## config.mk

```make
export PLATFORM = sky130hd
export DESIGN_NAME = open_addressing_hash_insert
export DESIGN_NICKNAME = d
export VERILOG_FILES = /design/src/rtl/core/oahi_pkg.sv /design/src/rtl/core/oahi_ctrl.sv /design/src/rtl/core/oahi_dp.sv /design/src/rtl/core/open_addressing_hash_insert.sv
export SDC_FILE = /design/constraint.sdc
export NUM_CORES = 1
export LEC_CHECK = 0
export ABC_AREA = 1
export BUFFER_PORTS_ARGS = -buffer_cell sky130_fd_sc_hd__buf_2
export CAP_MARGIN = 25
export CORE_MARGIN = 4
export CORE_UTILIZATION = 60
export DETAILED_ROUTE_END_ITERATION = 16
export MAX_ROUTING_LAYER = met4
export PLACE_DENSITY = 0.76
export SYNTH_ARGS = -nofsm -noshare
export SYNTH_HDL_FRONTEND = slang
export SYNTH_SLANG_ARGS = --single-unit
export TNS_END_PERCENT = 50
```

## constraint.sdc

```tcl
create_clock -name i_clk -period 6.65 [get_ports i_clk]
set_clock_uncertainty 0.15 [all_clocks]
set_input_delay 1.33 -clock i_clk [delete_from_list [all_inputs] [get_ports i_clk]]
set_output_delay 1.33 -clock i_clk [all_outputs]
set_load 0.05 [all_outputs]
```

## src/rtl/core/oahi_pkg.sv

```systemverilog
// Shared constants, types and hash helpers for the open-addressing hash insert block.
package oahi_pkg;

    // Table geometry; SLOTS is a power of two so slot arithmetic wraps by truncation.
    localparam int SLOTS = 256;
    localparam int IDX_W = $clog2(SLOTS);
    localparam int KEY_W = 16;
    localparam int OUT_W = 12;

    // Hash constants
    localparam int MUL_START = 23;
    localparam int MUL_STEP  = 73;
    localparam int MOD_STEP  = 101;
    localparam int PROD_S_W  = 21;  // 23 * key
    localparam int PROD_T_W  = 23;  // 73 * key
    localparam int QUO_W     = 16;  // (73 * key) / 101
    localparam int STEP_W    = 7;   // remainder below 101
    localparam int RCP_SHIFT = 30;
    localparam int RCP_W     = 24;
    localparam int RCP_PROD_W = PROD_T_W + RCP_W;
    localparam logic [RCP_W-1:0] RECIP_101 = 24'd10631108; // ceil(2^30 / 101)

    // Item kinds and probe modes
    localparam logic KIND_INSERT = 1'b0;
    localparam logic KIND_CLEAR  = 1'b1;
    localparam logic MODE_LINEAR = 1'b0;
    localparam logic MODE_DOUBLE = 1'b1;

    typedef enum logic [4:0] {
        S_IDLE  = 5'b00001,
        S_HASH2 = 5'b00010,
        S_HASH3 = 5'b00100,
        S_PROBE = 5'b01000,
        S_DONE  = 5'b10000
    } t_state;

    typedef struct packed {
        logic capture;   // take key, form products
        logic clear;     // drop every valid bit, zero result
        logic hash2;     // reciprocal multiply, start slot reduction
        logic hash3;     // remainder, load probe index and step
        logic probe;     // test one slot
        logic out_load;  // move result into output register
    } t_cmd;

    typedef struct packed {
        logic slot_busy;
        logic last_probe;
        logic out_free;
    } t_status;

    // key mod 7 by folding 3-bit digits (8 == 1 mod 7)
    function automatic logic [2:0] mod7(input logic [KEY_W-1:0] v);
        logic [5:0] s1;
        logic [3:0] s2;
        logic [3:0] s3;
        s1 = 6'(v[2:0]) + 6'(v[5:3]) + 6'(v[8:6]) + 6'(v[11:9])
           + 6'(v[14:12]) + 6'(v[15]);
        s2 = 4'(s1[2:0]) + 4'(s1[5:3]);
        s3 = 4'(s2[2:0]) + 4'(s2[3]);
        return (s3 >= 4'd7) ? 3'(s3 - 4'd7) : s3[2:0];
    endfunction

    // value mod 127 by folding 7-bit digits (128 == 1 mod 127)
    function automatic logic [6:0] mod127(input logic [PROD_S_W-1:0] v);
        logic [8:0] s1;
        logic [7:0] s2;
        s1 = 9'(v[6:0]) + 9'(v[13:7]) + 9'(v[20:14]);
        s2 = 8'(s1[6:0]) + 8'(s1[8:7]);
        return (s2 >= 8'd127) ? 7'(s2 - 8'd127) : s2[6:0];
    endfunction

endpackage

```

## src/rtl/core/oahi_ctrl.sv

```systemverilog
// Sequencer for the hash insert block: accept, hash stages, probe loop, hand-off.
module oahi_ctrl (
    input  logic              i_clk,
    input  logic              i_rst_n,
    input  logic              i_valid,
    input  logic              i_kind,
    input  oahi_pkg::t_status i_status,
    output oahi_pkg::t_cmd    o_cmd,
    output logic              o_ready
);

    oahi_pkg::t_state r_state;
    oahi_pkg::t_state n_state;

    always_ff @(posedge i_clk) begin
        if (!i_rst_n) begin
            r_state <= oahi_pkg::S_IDLE;
        end else begin
            r_state <= n_state;
        end
    end

    always_comb begin
        n_state = r_state;
        o_cmd   = '0;
        o_ready = 1'b0;
        unique case (r_state)
            oahi_pkg::S_IDLE: begin
                o_ready = 1'b1;
                if (i_valid) begin
                    if (i_kind == oahi_pkg::KIND_CLEAR) begin
                        o_cmd.clear = 1'b1;
                        n_state     = oahi_pkg::S_DONE;
                    end else begin
                        o_cmd.capture = 1'b1;
                        n_state       = oahi_pkg::S_HASH2;
                    end
                end
            end
            oahi_pkg::S_HASH2: begin
                o_cmd.hash2 = 1'b1;
                n_state     = oahi_pkg::S_HASH3;
            end
            oahi_pkg::S_HASH3: begin
                o_cmd.hash3 = 1'b1;
                n_state     = oahi_pkg::S_PROBE;
            end
            oahi_pkg::S_PROBE: begin
                o_cmd.probe = 1'b1;
                if (!i_status.slot_busy || i_status.last_probe) begin
                    n_state = oahi_pkg::S_DONE;
                end
            end
            oahi_pkg::S_DONE: begin
                if (i_status.out_free) begin
                    o_cmd.out_load = 1'b1;
                    n_state        = oahi_pkg::S_IDLE;
                end
            end
            default: begin
                n_state = oahi_pkg::S_IDLE;
            end
        endcase
    end

endmodule

```

## src/rtl/core/oahi_dp.sv

```systemverilog
// Datapath: hash arithmetic, slot table, probe counters and output register.
module oahi_dp (
    input  logic                          i_clk,
    input  logic                          i_rst_n,
    input  oahi_pkg::t_cmd                i_cmd,
    input  logic [oahi_pkg::KEY_W-1:0]    i_key,
    input  logic                          i_cfg_we,
    input  logic                          i_cfg_wdata,
    input  logic                          i_stall,
    output oahi_pkg::t_status             o_status,
    output logic                          o_valid,
    output logic [oahi_pkg::OUT_W-1:0]    o_collisions,
    output logic                          o_placed,
    output logic [oahi_pkg::OUT_W-1:0]    o_slot_index
);

    logic                           r_probe_mode;
    logic [oahi_pkg::SLOTS-1:0]     r_slot_valid;
    logic [oahi_pkg::KEY_W-1:0]     r_slot_keys [oahi_pkg::SLOTS];

    logic [oahi_pkg::KEY_W-1:0]     r_key;
    logic [oahi_pkg::PROD_S_W-1:0]  r_prod_s;
    logic [oahi_pkg::PROD_T_W-1:0]  r_prod_t;
    logic [2:0]                     r_start_lin;
    logic [6:0]                     r_start_dbl;
    logic [oahi_pkg::QUO_W-1:0]     r_quo;
    logic [oahi_pkg::IDX_W-1:0]     r_idx;
    logic [oahi_pkg::STEP_W-1:0]    r_step;
    logic [oahi_pkg::IDX_W-1:0]     r_hits;

    logic [oahi_pkg::IDX_W-1:0]     r_res_coll;
    logic                           r_res_placed;
    logic [oahi_pkg::IDX_W-1:0]     r_res_slot;

    logic                           r_out_valid;
    logic [oahi_pkg::OUT_W-1:0]     r_out_coll;
    logic                           r_out_placed;
    logic [oahi_pkg::OUT_W-1:0]     r_out_slot;

    logic [oahi_pkg::RCP_PROD_W-1:0] w_rcp_prod;
    logic [oahi_pkg::PROD_T_W-1:0]   w_quo_x101;
    logic [oahi_pkg::PROD_T_W-1:0]   w_rem;
    logic [oahi_pkg::IDX_W:0]        w_idx_sum;

    always_comb begin
        w_rcp_prod = oahi_pkg::RCP_PROD_W'(r_prod_t)
                   * oahi_pkg::RCP_PROD_W'(oahi_pkg::RECIP_101);
        w_quo_x101 = oahi_pkg::PROD_T_W'(r_quo)
                   * oahi_pkg::PROD_T_W'(oahi_pkg::MOD_STEP);
        w_rem      = r_prod_t - w_quo_x101;
        w_idx_sum  = (oahi_pkg::IDX_W+1)'(r_idx) + (oahi_pkg::IDX_W+1)'(r_step);
    end

    assign o_status.slot_busy  = r_slot_valid[r_idx];
    assign o_status.last_probe = (r_hits == oahi_pkg::IDX_W'(oahi_pkg::SLOTS - 1));
    assign o_status.out_free   = !r_out_valid || !i_stall;

    // Control state: mode register, valid bits, output valid
    always_ff @(posedge i_clk) begin
        if (!i_rst_n) begin
            r_probe_mode <= oahi_pkg::MODE_LINEAR;
            r_slot_valid <= '0;
            r_out_valid  <= 1'b0;
        end else begin
            if (i_cfg_we) begin
                r_probe_mode <= i_cfg_wdata;
            end
            if (i_cmd.clear) begin
                r_slot_valid <= '0;
            end else if (i_cmd.probe && !r_slot_valid[r_idx]) begin
                r_slot_valid[r_idx] <= 1'b1;
            end
            if (i_cmd.out_load) begin
                r_out_valid <= 1'b1;
            end else if (!i_stall) begin
                r_out_valid <= 1'b0;
            end
        end
    end

    // Key store
    always_ff @(posedge i_clk) begin
        if (i_cmd.probe && !r_slot_valid[r_idx]) begin
            r_slot_keys[r_idx] <= r_key;
        end
    end

    // Payload pipeline
    always_ff @(posedge i_clk) begin
        if (i_cmd.capture) begin
            r_key       <= i_key;
            r_prod_s    <= oahi_pkg::PROD_S_W'(i_key)
                         * oahi_pkg::PROD_S_W'(oahi_pkg::MUL_START);
            r_prod_t    <= oahi_pkg::PROD_T_W'(i_key)
                         * oahi_pkg::PROD_T_W'(oahi_pkg::MUL_STEP);
            r_start_lin <= oahi_pkg::mod7(i_key);
        end
        if (i_cmd.hash2) begin
            r_quo       <= w_rcp_prod[oahi_pkg::RCP_SHIFT +: oahi_pkg::QUO_W];
            r_start_dbl <= oahi_pkg::mod127(r_prod_s);
        end
        if (i_cmd.hash3) begin
            r_hits <= '0;
            if (r_probe_mode == oahi_pkg::MODE_DOUBLE) begin
                r_idx  <= oahi_pkg::IDX_W'(r_start_dbl);
                r_step <= w_rem[oahi_pkg::STEP_W-1:0];
            end else begin
                r_idx  <= oahi_pkg::IDX_W'(r_start_lin);
                r_step <= oahi_pkg::STEP_W'(1);
            end
        end
        if (i_cmd.clear) begin
            r_res_coll   <= '0;
            r_res_placed <= 1'b0;
            r_res_slot   <= '0;
        end else if (i_cmd.probe) begin
            if (!r_slot_valid[r_idx]) begin
                r_res_coll   <= r_hits;
                r_res_placed <= 1'b1;
                r_res_slot   <= r_idx;
            end else if (o_status.last_probe) begin
                r_res_coll   <= '0;
                r_res_placed <= 1'b0;
                r_res_slot   <= '0;
            end else begin
                r_idx  <= w_idx_sum[oahi_pkg::IDX_W-1:0];
                r_hits <= r_hits + oahi_pkg::IDX_W'(1);
            end
        end
        if (i_cmd.out_load) begin
            r_out_coll   <= oahi_pkg::OUT_W'(r_res_coll);
            r_out_placed <= r_res_placed;
            r_out_slot   <= oahi_pkg::OUT_W'(r_res_slot);
        end
    end

    assign o_valid      = r_out_valid;
    assign o_collisions = r_out_coll;
    assign o_placed     = r_out_placed;
    assign o_slot_index = r_out_slot;

endmodule

```

## src/rtl/core/open_addressing_hash_insert.sv

```systemverilog
// Top level of the open-addressing hash insert block: sequencer, datapath and checks.
//
// Open-addressing hash table with 256 slots. A clear word drops every valid bit at once;
// an insert word hashes its key and probes until it meets a free slot or has
// seen every probe position occupied. Probe mode 0: start at key mod 7, step 1.
// Probe mode 1: start at (23*key mod 127), step (73*key mod 101); a zero step keeps
// hitting the start slot. Duplicate keys are not looked up, they simply take another
// slot. An insert occupies the block through one capture step, two hash stages, one
// probe per slot tested since the valid bits are read one slot per cycle, and one
// hand-off that waits while a stalled result is held; a clear goes straight to hand-off.
// Input is taken only when the sequencer is idle, but a finished result sits in the
// output register so the next word is taken while that result is still stalled.
// Write probe_mode only while the block is idle.
module open_addressing_hash_insert (
    input  logic                        i_clk,
    input  logic                        i_rst_n,
    input  logic                        i_valid,
    output logic                        o_stall,
    input  logic                        i_kind,
    input  logic [oahi_pkg::KEY_W-1:0]  i_key,
    output logic                        o_valid,
    input  logic                        i_stall,
    output logic [oahi_pkg::OUT_W-1:0]  o_collisions,
    output logic                        o_placed,
    output logic [oahi_pkg::OUT_W-1:0]  o_slot_index,
    input  logic                        i_cfg_we,
    input  logic                        i_cfg_wdata
);

    oahi_pkg::t_cmd    w_cmd;
    oahi_pkg::t_status w_status;
    logic              w_ready;

    // Sequencer: gates the input and steps through hash and probe phases
    oahi_ctrl u_ctrl (
        .i_clk    (i_clk),
        .i_rst_n  (i_rst_n),
        .i_valid  (i_valid),
        .i_kind   (i_kind),
        .i_status (w_status),
        .o_cmd    (w_cmd),
        .o_ready  (w_ready)
    );

    // Datapath: hashing, valid bits, key store, output register
    oahi_dp u_dp (
        .i_clk        (i_clk),
        .i_rst_n      (i_rst_n),
        .i_cmd        (w_cmd),
        .i_key        (i_key),
        .i_cfg_we     (i_cfg_we),
        .i_cfg_wdata  (i_cfg_wdata),
        .i_stall      (i_stall),
        .o_status     (w_status),
        .o_valid      (o_valid),
        .o_collisions (o_collisions),
        .o_placed     (o_placed),
        .o_slot_index (o_slot_index)
    );

    assign o_stall = !w_ready;

    // Never overwrite a result that is still held by a stalled receiver
    a_no_overwrite: assert property (@(posedge i_clk) disable iff (!i_rst_n)
        w_cmd.out_load |-> (!o_valid || !i_stall))
        else $error("output register overwritten while stalled");

    // A word taken in must keep the input closed on the next cycle
    a_busy_after_accept: assert property (@(posedge i_clk) disable iff (!i_rst_n)
        (i_valid && !o_stall) |=> o_stall)
        else $error("input open directly after accepting a word");

    // Failed insert or clear reports zeros
    a_unplaced_zero: assert property (@(posedge i_clk) disable iff (!i_rst_n)
        (o_valid && !o_placed) |-> (o_collisions == '0 && o_slot_index == '0))
        else $error("unplaced result carries nonzero fields");

    // Reported slot and collision count stay inside the table
    a_result_range: assert property (@(posedge i_clk) disable iff (!i_rst_n)
        o_valid |-> (o_slot_index < oahi_pkg::OUT_W'(oahi_pkg::SLOTS)
                     && o_collisions < oahi_pkg::OUT_W'(oahi_pkg::SLOTS)))
        else $error("result out of table range");

endmodule
```

## Yosys cells after proc, flatten, opt, wreduce, memory -nomap -nowiden

Index checks and enable logic that the tools add are counted.

| word-level totals | value |
|---|---|
| output and inout bits | 27 |
| input port bits | 23 |
| word-level logic and storage cells | 104 |
| bits in registers | 390 |

| operators by class | value |
|---|---|
| add/subtract/negate cells | 15 |
| multiply operators | 4 |
| reductions and logical operators | 11 |
| bitwise operators | 2 |
| multiplexer cells | 39 |
| equality and inequality tests | 11 |
| magnitude comparators | 4 |

Operators by type and width:

| kind | number |
|---|---|
| 256-bit bitwise OR | 1 |
| 8-bit two-way mux | 13 |
| 23-bit by 22-bit multiplier with 44-bit output (second input constant) | 1 |
| 5-bit one-hot mux with 5 select lines | 1 |
| 16-bit by 7-bit multiplier with 23-bit output (second input constant) | 1 |
| 16-bit by 5-bit multiplier with 21-bit output (second input constant) | 1 |
| 5-bit two-way mux | 4 |
| 6-bit by 3-bit adder with 6-bit output | 3 |
| 16-bit by 7-bit multiplier with 7-bit output (second input constant) | 1 |
| 1-bit two-way mux | 14 |
| 7-bit two-way mux | 2 |
| 9-bit by 7-bit adder with 9-bit output | 1 |
| 8-bit by 9-bit < comparator with 1-bit output (second input constant) | 1 |
| 3-bit by 3-bit adder with 4-bit output | 2 |
| 7-bit by 2-bit adder with 8-bit output | 1 |
| 7-bit by 7-bit adder with 8-bit output | 1 |
| 8-bit by 1-bit adder with 8-bit output (second input constant) | 1 |
| 8-bit by 7-bit adder with 8-bit output | 1 |
| 1-bit binary-select mux with 8-bit select | 1 |
| 1-bit demux with 8-bit select | 1 |
| 8-bit == test (second input constant) | 1 |
| 8-bit by 1-bit >= comparator with 1-bit output (second input constant) | 1 |
| 8-bit by 7-bit >= comparator with 1-bit output (second input constant) | 1 |
| 7-bit subtractor | 1 |
| other kinds (21) | 30 |

## Depth between registers and ports, before layout

Gate-level depths: netlist (run 1).

| logic depth | value |
|---|---|
| depth after elaboration | 9 |
| mapped depth | 27 |
| depth with buffers taken out | 27 |

## Hierarchy

Synthesis (run 1) repeated with hierarchy kept, for this count alone.

| second synthesis, totals | value |
|---|---|
| cells, all modules | 3791 |
| area total of the unflattened synthesis | 29081.6 sq um |

By module, submodules not included:

| module | instances | area an instance (sq um) | cells each | sequential area each (sq um) |
|---|---|---|---|---|
| oahi_dp | 1 | 28763.8 | 3744 | 8348.0 |
| oahi_ctrl | 1 | 314.1 | 46 | 100.1 |
| open_addressing_hash_insert | 1 | 3.8 | 1 | 0.0 |

## Least setup slack after synthesis (run 1)

Ideal clock, no wire load.

| timing path | value |
|---|---|
| path type | input-to-reg |
| start point | in i_key[0] (netlist bit) |
| end point | reg u_dp.r_start_lin[1], data pin |
| setup slack | 0.806 ns |
| setup time | 0.260 ns |
| data required time | 6.240 ns |
| buffers on the path | 0 |
| arrival | 5.434 ns |
| cell stages on the path | 19 |
| path through | ha_1 fa_1 inv_1 fa_1 inv_1 fa_1 ha_1 fa_1 nand2_1 a21boi_0 ha_1 a21oi_1 nand2_1 ha_1 ha_1 ha_1 nand2_1 nand2_1 mux2_2 |

| on the way | value |
|---|---|
| word-level cells in the longest chain between the ends | 9 |
| elaborated cells on any way between the ends | 10 |
| classes of those cells | add/sub (8); order compare (1); mux (1) |

Ends and longest elaborated chain:

| item | line | source |
|---|---|---|
| from (decl) | open_addressing_hash_insert.sv:20 | `input logic [oahi_pkg::KEY_W-1:0] i_key,` |
| 3-bit by 3-bit adder with 4-bit output * | oahi_pkg.sv:57 | `s1 = 6'(v[2:0]) + 6'(v[5:3]) + 6'(v[8:6]) + 6'(v[11:9])` |
| 6-bit by 3-bit adder with 6-bit output * (2 in series) | oahi_pkg.sv:57 |  |
| 6-bit by 3-bit adder with 6-bit output * | oahi_pkg.sv:58 | `+ 6'(v[14:12]) + 6'(v[15]);` |
| 6-bit by 1-bit adder with 6-bit output * | oahi_pkg.sv:58 |  |
| 3-bit by 3-bit adder with 4-bit output * | oahi_pkg.sv:59 | `s2 = 4'(s1[2:0]) + 4'(s1[5:3]);` |
| 3-bit by 1-bit adder with 4-bit output * | oahi_pkg.sv:60 | `s3 = 4'(s2[2:0]) + 4'(s2[3]);` |
| 4-bit by 3-bit >= comparator with 1-bit output / 3-bit subtractor (equally long branches) | oahi_pkg.sv:61 | `return (s3 >= 4'd7) ? 3'(s3 - 4'd7) : s3[2:0];` |
| 3-bit two-way mux * | oahi_pkg.sv:61 |  |
| to (signal assigned) | oahi_dp.sv:96 | `r_start_lin <= oahi_pkg::mod7(i_key);` |
| to (decl) | oahi_dp.sv:24 | `logic [2:0] r_start_lin;` |

Every way passes the cells marked *; elsewhere a longest branch is shown, timed or not.
A chain may end at the register's enable or synchronous reset.

## Final worst setup path (run 1)

| timing path | value |
|---|---|
| start point | reg u_dp.r_prod_t[10] (netlist bit) |
| end point | reg u_dp.r_quo[4] (netlist bit), data pin |

| on the way | value |
|---|---|
| word-level cells in the longest chain between the ends | 1 |

Ends and longest elaborated chain:

| item | line | source |
|---|---|---|
| from (decl) | oahi_dp.sv:23 | `logic [oahi_pkg::PROD_T_W-1:0] r_prod_t;` |
| from (signal assigned) | oahi_dp.sv:94 | `r_prod_t <= oahi_pkg::PROD_T_W'(i_key)` |
| 23-bit by 22-bit multiplier with 44-bit output | oahi_dp.sv:47 | `* oahi_pkg::RCP_PROD_W'(oahi_pkg::RECIP_101);` |
| named net u_dp.w_rcp_prod, one bit | oahi_dp.sv:40 | `logic [oahi_pkg::RCP_PROD_W-1:0] w_rcp_prod;` |
| to (signal assigned) | oahi_dp.sv:99 | `r_quo <= w_rcp_prod[oahi_pkg::RCP_SHIFT +: oahi_pkg::QUO_W];` |
| to (decl) | oahi_dp.sv:26 | `logic [oahi_pkg::QUO_W-1:0] r_quo;` |

The timed path passes the listed nets, and every way through them passes these cells.

==> impl_results.md, run 1 <==
- Status: completed
- Synth-to-layout area growth: 6.87%
- Routed len/inst: about 16 µm
- CTS tree: built
- WL met1: slightly below 30000 µm
- Main area contributors after synthesis: dfxtp_1, fa_1, ha_1
- Synth Flop Type: dfxtp_1
- Yosys reg bits: 380
- Max Cap Viol: 0
- Seq/Total Area, Yosys: 29.1%
- Kind of critical path: flop to flop
- Post-Layout Inst Area: slightly above 30000 µm²
- CP endpoint kind: flop
- Antenna Violating Nets Remaining: 0
- Global-route wire length before repair: around 120000 µm
- Met2 WL: approximately 34000 µm
- Port bufs: 41
- Crit share post-route: approximately 93%
- Most frequent cell after synthesis: nand2_1
- Post-synthesis instance total: between 3k and 4k
- Number of diodes: 0
- Post-detail-place hpwl: 49300 µm
- Synth Area per Inst: about 7.7 µm²
- Final hold vios: 0
- Antenna violations before repair: 2
- Min Tclk post-route: around 6.2 ns
- Fmax: ~160 MHz
- Kind of cell adding the most delay to the critical path: adder cells
- 1st-pass router iterations: 6
- Synthesized cell area: 29000 µm²
- Final wirelength: 70000 µm
- Critical path arrival: 6.39 ns
- GR Util All Layers: approximately 28%
- Setup TNS: 0 ns
- Post-synthesis cell type count: 43
- Vias in the first global route: roughly 23k
- Detailed-route via count: around 23k
- CTS buffer count: 43
- Post-CTS Resized: 0
- Clk sinks: 380
- Top Layer Used: met4
- Crit path cell chain: inv_1 -> fa_1 -> inv_1 -> fa_1 -> inv_1 -> fa_1 -> inv_1 -> fa_1 -> inv_1 -> fa_1 -> inv_1 -> fa_1 -> ha_1 -> ha_1 -> a21oi_1 -> inv_1 -> a21oi_1 -> inv_1 -> a221oi_1 -> o21ai_0 -> a21boi_0 -> nand2_1 -> xor2_1
- Headroom to the max-slew limit: about 28%
- Core area: around 48000 µm²
- Unrepaired setup endpoints after global routing: false
- Root Driver: clkbuf_16
- I/O pin count: 50
- Max FO, Critical Path: 6
- Postcts setup bufs: 0
- Worst Path Required: 6.83 ns
- Max incr delay on CP: around 0.58 ns
- Setup violations, final: 0
- WP buf/inv: 8
- Largest net degree at the start of global routing: between 100 and 150
- Met3 WL: 4020 µm
- Final Util: between 60% and 70%
- Slew Viols, Final: 0
- Std cell rows: 80
- Vias per cell: approximately 5.3
- Number of synthesis warnings: 0
- Total Die Area: between 50000 and 60000 µm²
- Deepest clock path buffer count: 3
- EDFF count, synth: 84
- Die X: ~230 µm
- Post-CTS Hold Fix Bufs: 0
- GPL Wtd Cong: 0.921
- Least-Margin Pin Slew: 1.07 ns
- Worst hold margin: roughly 0.26 ns
- DRC viols: 0
- Post-placement cell area: 29500 µm²
- Yosys top cell area share: a little over 20%
- Fraction of layout cells with a size suffix above 1: between 4 and 5%
- Initial Util: around 60%
- Area leader, netlist: dfxtp_1
- Fillers: 4122
- Slowest CP cell: fa_1
- Worst Hold Class: flop to flop
- Clk slew on worst S/H paths: around 0.06 ns
- Chip height: between 200 and 250 µm
- Initial DRC Count: roughly 1.8k
- Final net count: between 4k and 5k
- Async SR Flop Fraction: 0%
- Critical path launch point type: flop
- GRT Residual Overflow: 0
- H-Tree Depth: 2
- Worst skew pair latency: between 0.5 and 0.6 ns
- CP most frequent cell: inv_1
- Synth top cells by count: nand2_1, inv_1, a21oi_1, nor2_1, ha_1
[metrics by stage]
stage | std cells | setup slack [ns]
6_report | 4367 | 0.445
5_1_grt | 4367 | 0.136
3_3_place_gp | 4287 | 0.501
4_1_cts | 4366 | 0.425
2_1_floorplan | 3756 | 0.806
3_5_place_dp | 4287 | 0.393
[cells in the final DEF, fill, tap and decap left out, types with 9 or more instances in the layout]
master,netlist,final
a21oi_1,371,371
buf_2,22,41
buf_4,35,21
clkbuf_16,0,43
dfxtp_1,296,294
edfxtp_1,84,84
fa_1,216,216
ha_1,305,305
inv_1,751,751
nand2_1,816,816
nand3_1,48,48
nand4_1,36,36
nor2_1,328,323
nor3_1,20,18
o21ai_0,116,116
o21ai_1,53,53
o21bai_1,9,9
xnor2_1,29,29
xor2_1,62,62
[layer usage]
metal,track usage (%),vias up
li1,-,11529
met1,33.8,10865
met2,47.8,660
met3,3.85,165
met4,10.2,0
met5,-,-
[layout make-up]
class	instances	area, µm²	share of cell area [%]
Clock buffer	52	1160	3.74
Tap cell	615	769	2.48
Clock inverter	27	305	0.985
Inverter	755	2830	9.14
Multi-Input combinational cell	2471	17000	54.9
Timing Repair Buffer	67	454	1.47
Sequential cell	380	8450	27.3
[flip-flops by register name, summed over array words and instances, names as in the netlist, 8 cells and up]
signal             flops
u_dp.r_prod_s         20
u_dp.r_res_slot        8
u_dp.r_hits            8
u_dp.r_idx             8
u_dp.r_slot_valid    256
u_dp.r_res_coll        8
u_dp.r_prod_t         23
u_dp.o_slot_index      8
u_dp.o_collisions      8
[worst paths after layout]
check	startpoint	end	slack (ns)	cells after the start
max reg2reg	u_dp.r_prod_t[10]	u_dp.r_quo[4]	0.44	23
min reg2reg	u_dp.r_res_slot[3]	u_dp.o_slot_index[3]	0.26	0
min	u_dp.r_res_slot[3]	u_dp.o_slot_index[3]	0.26	0
max	u_dp.r_prod_t[10]	u_dp.r_quo[4]	0.44	23
[worst register-to-register path: cells and delay by family (launching register included)]
family | cells | cell delay, ns
adder cells (fa/ha/maj) | 8 | 3.58
AO/OA/AOI/OAI | 5 | 0.86
buffers and inverters | 8 | 0.63
flip-flops | 1 | 0.52
XOR/XNOR | 1 | 0.14
AND/OR/NAND/NOR | 1 | 0.08
[cells by family after synthesis]
| family | after synthesis | synth area share [%] |
|---|---|---|
| and+or+nand+nor | 1266 | 17.2 |
| buffers and inverters | 905 | 12.4 |
| AOI/OAI and AO/OA | 584 | 10.4 |
| adders and majority gates | 521 | 28.1 |
| DFF | 380 | 29.1 |
| xor gates and xnor gates | 91 | 2.75 |
| other | 1 | 0.0129 |
| muxes | 1 | 0.0388 |
Power of run 1 is not shown: default switching activity piles up to over one toggle a cycle in this logic, so the estimate is an artifact.
==> run 2, diff against run 1 <==
- ABC_AREA: 1 -> unset
- CTS_BUF_LIST: unset -> sky130_fd_sc_hd__clkbuf_4
- clock period: 6.65 -> 7.9 ns (I/O delays scaled with it)
==> run 2 against run 1 <==
Net effect: hold slack better by 0.0051 ns; register-to-register slack improved by 0.93 ns; global-route usage down 1.6 points; largest cell class unchanged; highest routed layer unchanged; final cell count down 22%.
==> impl_results.md, run 2 <==
- Clk sinks: 380
- Hold path cells: 0
- GRT Residual Overflow: 0
- Antenna violations before repair: 3
- Final Util: between 60% and 70%
- Unrepaired setup endpoints after global routing: false
- Initial DRC Count: between 1k and 1.5k
- Synth-to-layout area growth: 6.25%
- Number of synthesis warnings: 0
- R2R setup slack: roughly 1.4 ns
- Slew Viols, Final: 0
- Antenna Violating Nets Remaining: 0
- Max FO, Critical Path: 6
- Worst skew pair latency: 0.81 ns
- Worst hold endpoint: u_dp.o_collisions[1]
- Setup TNS: 0 ns
- Hold_sp: u_dp.r_res_coll[1]
- CP endpoint kind: flop
- Async SR Flop Fraction: 0%
- Critical path arrival: about 7 ns
- Reg2Reg Capture Point: u_dp.r_quo[6]
- Root Driver: clkbuf_4
- Kind of critical path: flop to flop
- Std cell rows: 76
- GPL Wtd Cong: ~0.92
- Highest-count cells in the layout ignoring fill and taps: inv_1, nand2_1, ha_1
- Placement Setup Slack: between 0.8 and 0.9 ns
- GR Layer Usage met3: under 10%
- DRC viols: 0
- Maximum VDD drop: 636 µV
- CTS tree: built
- H-Tree Depth: 3
- Detailed-route via count: about 19k
- Met2 usage: 45.0%
- Post-detail-place hpwl: between 40000 and 50000 µm
- Leak: 12.4 nW
- Commonest non-fill, non-tap cell in the layout: inv_1
- R2R cell count: 22
- Biggest regs: u_dp.r_slot_valid (256), u_dp.r_prod_t (23), u_dp.r_prod_s (20)
- Max Cap Viol: 0
- Die X: between 200 and 250 µm
- Post-CTS Hold Fix Bufs: 0
- Post-Layout Inst Area: about 28000 µm²
- Seq/Total Area, Yosys: 31.7%
- Yosys reg bits: 380
- Final wirelength: between 50000 and 60000 µm
- Clk slew on worst S/H paths: roughly 0.07 ns
- Vias in the first global route: just over 20k
- Setup violations, final: 0
- Max FFs per register: 256
- Final hold vios: 0
- Deepest clock path buffer count: 3
- Critical path launch point type: flop
- Main area contributors after synthesis: dfxtp_1, fa_1, ha_1
- Largest net degree at the start of global routing: between 90 and 100
- RR Startpoint: u_dp.r_prod_t[12]
- GR Util All Layers: approximately a quarter
- Port bufs: 41
- I/O pin count: 50
- Largest reg by FF count: u_dp.r_slot_valid
- Post-synthesis instance total: about 2.7k
- Fmax: approximately 150 MHz
- CTS buffer count: 92
- Area leader, netlist: dfxtp_1
- Least-Margin Pin Slew: around 1.1 ns
- Yosys top cell area share: 22.2%
- GRT Max-Usage Layer: met2
- Core area: about 43000 µm²
- Postcts setup bufs: 0
- Worst hold margin: approximately 0.26 ns
- Synth top cells by count: inv_1, nand2_1, ha_1, dfxtp_1, fa_1
- Fillers: ~3.5k
- Vias per cell: between 5 and 6
- Pwr Density: approximately 470 nW/µm²
- GRT met1 Usage: 31.6%
- Synthesized cell area: about 27000 µm²
- Min Tclk post-route: roughly 6.5 ns
- Headroom to the max-slew limit: 25.8%
- Initial Util: 61.3%
- Status: completed
- Post-CTS Resized: 0
- Worst Hold Class: flop to flop
- Crit share post-route: roughly 83%
- 1st-pass router iterations: 5
- Total Die Area: ~48000 µm²
- Setup slack after layout: between 1 and 1.5 ns
- Fraction of layout cells with a size suffix above 1: 9.65%
- Final net count: roughly 3.3k
- Worst Path Required: just over 8 ns
- EDFF count, synth: 84
- Routed len/inst: between 15 and 20 µm
- Synth Flop Type: dfxtp_1
- Most frequent cell after synthesis: inv_1
- Post-synthesis cell type count: 70
- Chip height: ~220 µm
- Post-placement cell area: 27200 µm²
- Synth Area per Inst: 9.85 µm²
- Global-route wire length before repair: 98900 µm
run 2: cell types whose count changed after synthesis, sizes merged, moves of 23 or more:
cell   delta
a22o     +23
xor2     -43
nor2    -272
inv     -333
mux4     +40
nand4    -29
nand2   -455
mux2i    +60
o21ai   +113
a22oi    +32
xnor2    +34
buf      -32
a21oi   -310
run 2: logic make-up after synthesis:
kind of cell,Yosys count,share of synthesized area (%)
XOR/XNOR,83,2.78
adder cells (fa/ha/maj),521,30.5
multiplexers,105,5.85
AND/OR/NAND/NOR,583,9.66
buffers and inverters,532,8.15
other,1,0.0141
flip-flops,380,31.7
AO/OA/AOI/OAI,501,11.3
run 2: layout make-up:
type	instances	area, µm²	area share (%)
Sequential cell	380	8450	29.9
Inverter	421	1580	5.58
Multi-Input combinational cell	1801	16100	56.7
Clock buffer	130	976	3.45
Antenna cell	3	7.51	0.0265
Timing Repair Buffer	57	338	1.19
Clock inverter	29	160	0.566
Tap cell	585	732	2.58
run 2: critical path: stages, from the launching register on:
cell	delay (ns)
edfxtp_1	0.56
inv_1	0.24
fa_1	0.53
inv_1	0.05
fa_1	0.49
inv_1	0.05
fa_1	0.50
inv_1	0.05
fa_1	0.50
inv_1	0.05
fa_1	0.47
inv_1	0.06
fa_1	0.48
ha_1	0.31
ha_1	0.33
nand3_1	0.08
nor3_1	0.19
a21oi_1	0.13
o211a_1	0.25
o211a_1	0.28
o211ai_1	0.26
a21oi_1	0.12
xnor2_1	0.13
run 2: power by group:
part	switching [mW]	leakage, nW	internal (mW)
Sequential	0.0743	3.14	2.34
Clock	0.783	0.679	0.795
Combinational	5.20	8.62	4.17
Total	6.06	12.4	7.30
run 2: how the worst max path moves through the flow:
stage                                  from                  end  cells after the start
after floorplan                    i_key[0]  u_dp.r_start_lin[1]                     20
after global placement             i_key[3]  u_dp.r_start_lin[1]                     21
after detailed placement           i_key[3]  u_dp.r_start_lin[1]                     21
after CTS                 u_dp.r_prod_t[12]        u_dp.r_quo[6]                     22
after global routing      u_dp.r_prod_t[10]        u_dp.r_quo[6]                     22
final                     u_dp.r_prod_t[12]        u_dp.r_quo[6]                     22
run 2: layer usage:
| metal | wire (µm) | up-vias |
|---|---|---|
| li1 | - | 9197 |
| met1 | 24100 | 9395 |
| met2 | 30100 | 574 |
| met3 | 3180 | 130 |
| met4 | 1770 | 0 |
| met5 | 0 | - |
run 2: through the flow:
| stage | cells | power (mW) |
|---|---|---|
| detailed placement | 3243 | 11.8 |
| finish | 3406 | 13.4 |
| floorplan | 2713 | 9.44 |
| global route | 3406 | 15.1 |
| CTS | 3402 | 13.5 |
| global placement | 3242 | 11.3 |
Note: power is estimated with default switching activity, not from simulation.
==> run 3, diff against run 2 <==
- PLACE_DENSITY: 0.76 -> 0.79
- clock period: 7.9 -> 5.89 ns (I/O delays scaled with it)
==> run 3 against run 2 <==
Net effect: global-route usage is 1.0 points higher; sequential share of layout area fell by 0.96 points; core utilization is 2.2 points higher; register-to-register slack got worse by 1.4 ns; the flow now finishes with violations (setup timing); sequential power rose by 33%; routed wire length increased by 4.4%; combinational power up 49%; die area did not move; critical path depth unchanged; setup slack got worse by 1.4 ns; via count grew 3.0%.
==> impl_results.md, run 3 (synthesis results as in run 2) <==
- DRC viols: 0
- CTS buffer count: between 90 and 100
- Total Die Area: 47900 µm²
- Critical path arrival: about 6.4 ns
- GPL Wtd Cong: roughly 0.96
- Post-Layout Inst Area: 29300 µm²
- Synth-to-layout area growth: 9.77%
- Core area: ~43000 µm²
- Leak: between 10 and 15 nW
- Final net count: around 3.4k
- Antenna Violating Nets Remaining: 0
- Port bufs: 41
- Final hold vios: 0
- CTS tree: built
- Highest-count cells in the layout ignoring fill and taps: inv_1, nand2_1, ha_1
- Chip height: approximately 220 µm
- Post-detail-place hpwl: around 47000 µm
- Fraction of layout cells with a size suffix above 1: between 10 and 15%
- Max FO, Critical Path: 3
- Largest net degree at the start of global routing: ~110
- WL met1: about 24000 µm
- Footprint of the multi-input gates: around 16000 µm²
- Crit path cell chain: inv_2 -> fa_1 -> inv_2 -> fa_1 -> inv_1 -> fa_1 -> inv_2 -> fa_1 -> inv_1 -> fa_1 -> inv_1 -> fa_1 -> ha_4 -> ha_4 -> nand3_2 -> nor3_2 -> a21oi_2 -> o211a_1 -> o211a_4 -> o211ai_1 -> buf_4 -> xor2_1
- Biggest regs: u_dp.r_slot_valid (256), u_dp.r_prod_t (23), u_dp.r_prod_s (20)
- Critical path launch point type: flop
- Detailed-route via count: around 20k
- Max FFs per register: around 260
- CP most frequent cell: fa_1
- Status: finished, violations left
- Setup violations, final: 2
- Std cell rows: 76
- Commonest non-fill, non-tap cell in the layout: inv_1
- GR Util All Layers: between 20% and 30%
- Met2 WL: 31300 µm
- Failing checks: setup timing
- Least-Margin Pin Slew: slightly below 1 ns
- Clk slew on worst S/H paths: 0.07 ns
- Worst Path Required: approximately 6.4 ns
- Worst skew pair latency: between 0.8 and 0.9 ns
- Slowest CP cell: fa_1
- Maximum VDD drop: ~1000 µV
- Die X: 219 µm
- Clk sinks: between 300 and 400
- Initial DRC Count: ~1.7k
- Max Cap Viol: 0
- Root Driver: clkbuf_4
- Kind of cell adding the most delay to the critical path: adder cells
- Setup slack after layout: -0.0366 ns
- Vias per cell: around 5.7
- CP endpoint kind: flop
- Vias in the first global route: 21.1k
- Kind of critical path: flop to flop
- Antenna violations before repair: 2
- I/O pin count: 50
- Fmax: 169 MHz
- 1st-pass router iterations: 7
- Total power draw: around 19 mW
- Unrepaired setup endpoints after global routing: true
- Final wirelength: just over 60000 µm
- Worst Hold Class: flop to flop
- Largest reg by FF count: u_dp.r_slot_valid
- Max incr delay on CP: between 0.5 and 0.6 ns
- Pwr Density: roughly 670 nW/µm²
- Met3 WL: ~3400 µm
- Global-route wire length before repair: 102000 µm
- Initial Util: a little over 60%
- WP buf/inv: 7
- Post-placement cell area: between 20000 and 30000 µm²
- Min Tclk post-route: around 6 ns
- Top Layer Used: met4
- Slew Viols, Final: 0
- Headroom to the max-slew limit: about a third
- GRT Residual Overflow: 0
- Fillers: about 3.2k
- H-Tree Depth: 3
- Deepest clock path buffer count: 3
- Seq. cell area: between 8000 and 9000 µm²
- Crit share post-route: 101%
- Routed len/inst: roughly 18 µm
## run 3: cell types whose count changed in the layout (fill, tap and decap cells not counted), sizes merged
cell	change
inv	-2
buf	+86
bufinv	+2
clkbuf	+3
## run 3: path summary, 6_finish.rpt
kind / slack (ns) / depth (start not counted) / end / startpoint
min reg2reg: 0.29 / 0 / u_dp.o_collisions[0] / u_dp.r_res_coll[0]
max reg2reg: -0.04 / 22 / u_dp.r_quo[5] / u_dp.r_prod_t[10]
min: 0.29 / 0 / u_dp.o_collisions[0] / u_dp.r_res_coll[0]
max: -0.04 / 22 / u_dp.r_quo[5] / u_dp.r_prod_t[10]
## run 3: metal layers
metal	track usage, %	vias up
li1	-	9384
met1	31.4	9675
met2	46.5	611
met3	4.92	205
met4	12.7	0
met5	-	-
## run 3: report_power, final
group	switching, mW	internal (mW)
sequential	0.0666	3.13
clock	1.08	1.18
combinational	7.46	6.58
## run 3: what timing repair did
item,CTS,global route
setup endpoints to repair,7,8
hold buffers,0,0
gates resized for setup,18,13
buffers inserted,5,1
pin swaps,30,9
## run 3: area by class of cell
cell class	count	share of cell area, %
Clock buffer	133	3.41
Sequential cell	380	28.9
Tap cell	585	2.50
Inverter	421	5.40
Clock inverter	29	0.757
Antenna cell	3	0.0257
Multi-Input combinational cell	1801	55.5
Timing Repair Buffer	143	3.52
## run 3: per-stage QoR
step	setup TNS [ns]	utilization, %	hold slack [ns]	std cells	setup WS [ns]
after floorplan	-0.0208	-	0.252	2713	-0.0208
after detailed placement	-2.27	64.0	0.275	3322	-0.352
final	-0.0707	67.3	0.289	3495	-0.0366
after CTS	-0.00187	67.1	0.289	3489	-0.00187
after global placement	-0.443	64.0	0.273	3322	-0.190
after global routing	-1.09	67.3	0.298	3494	-0.249
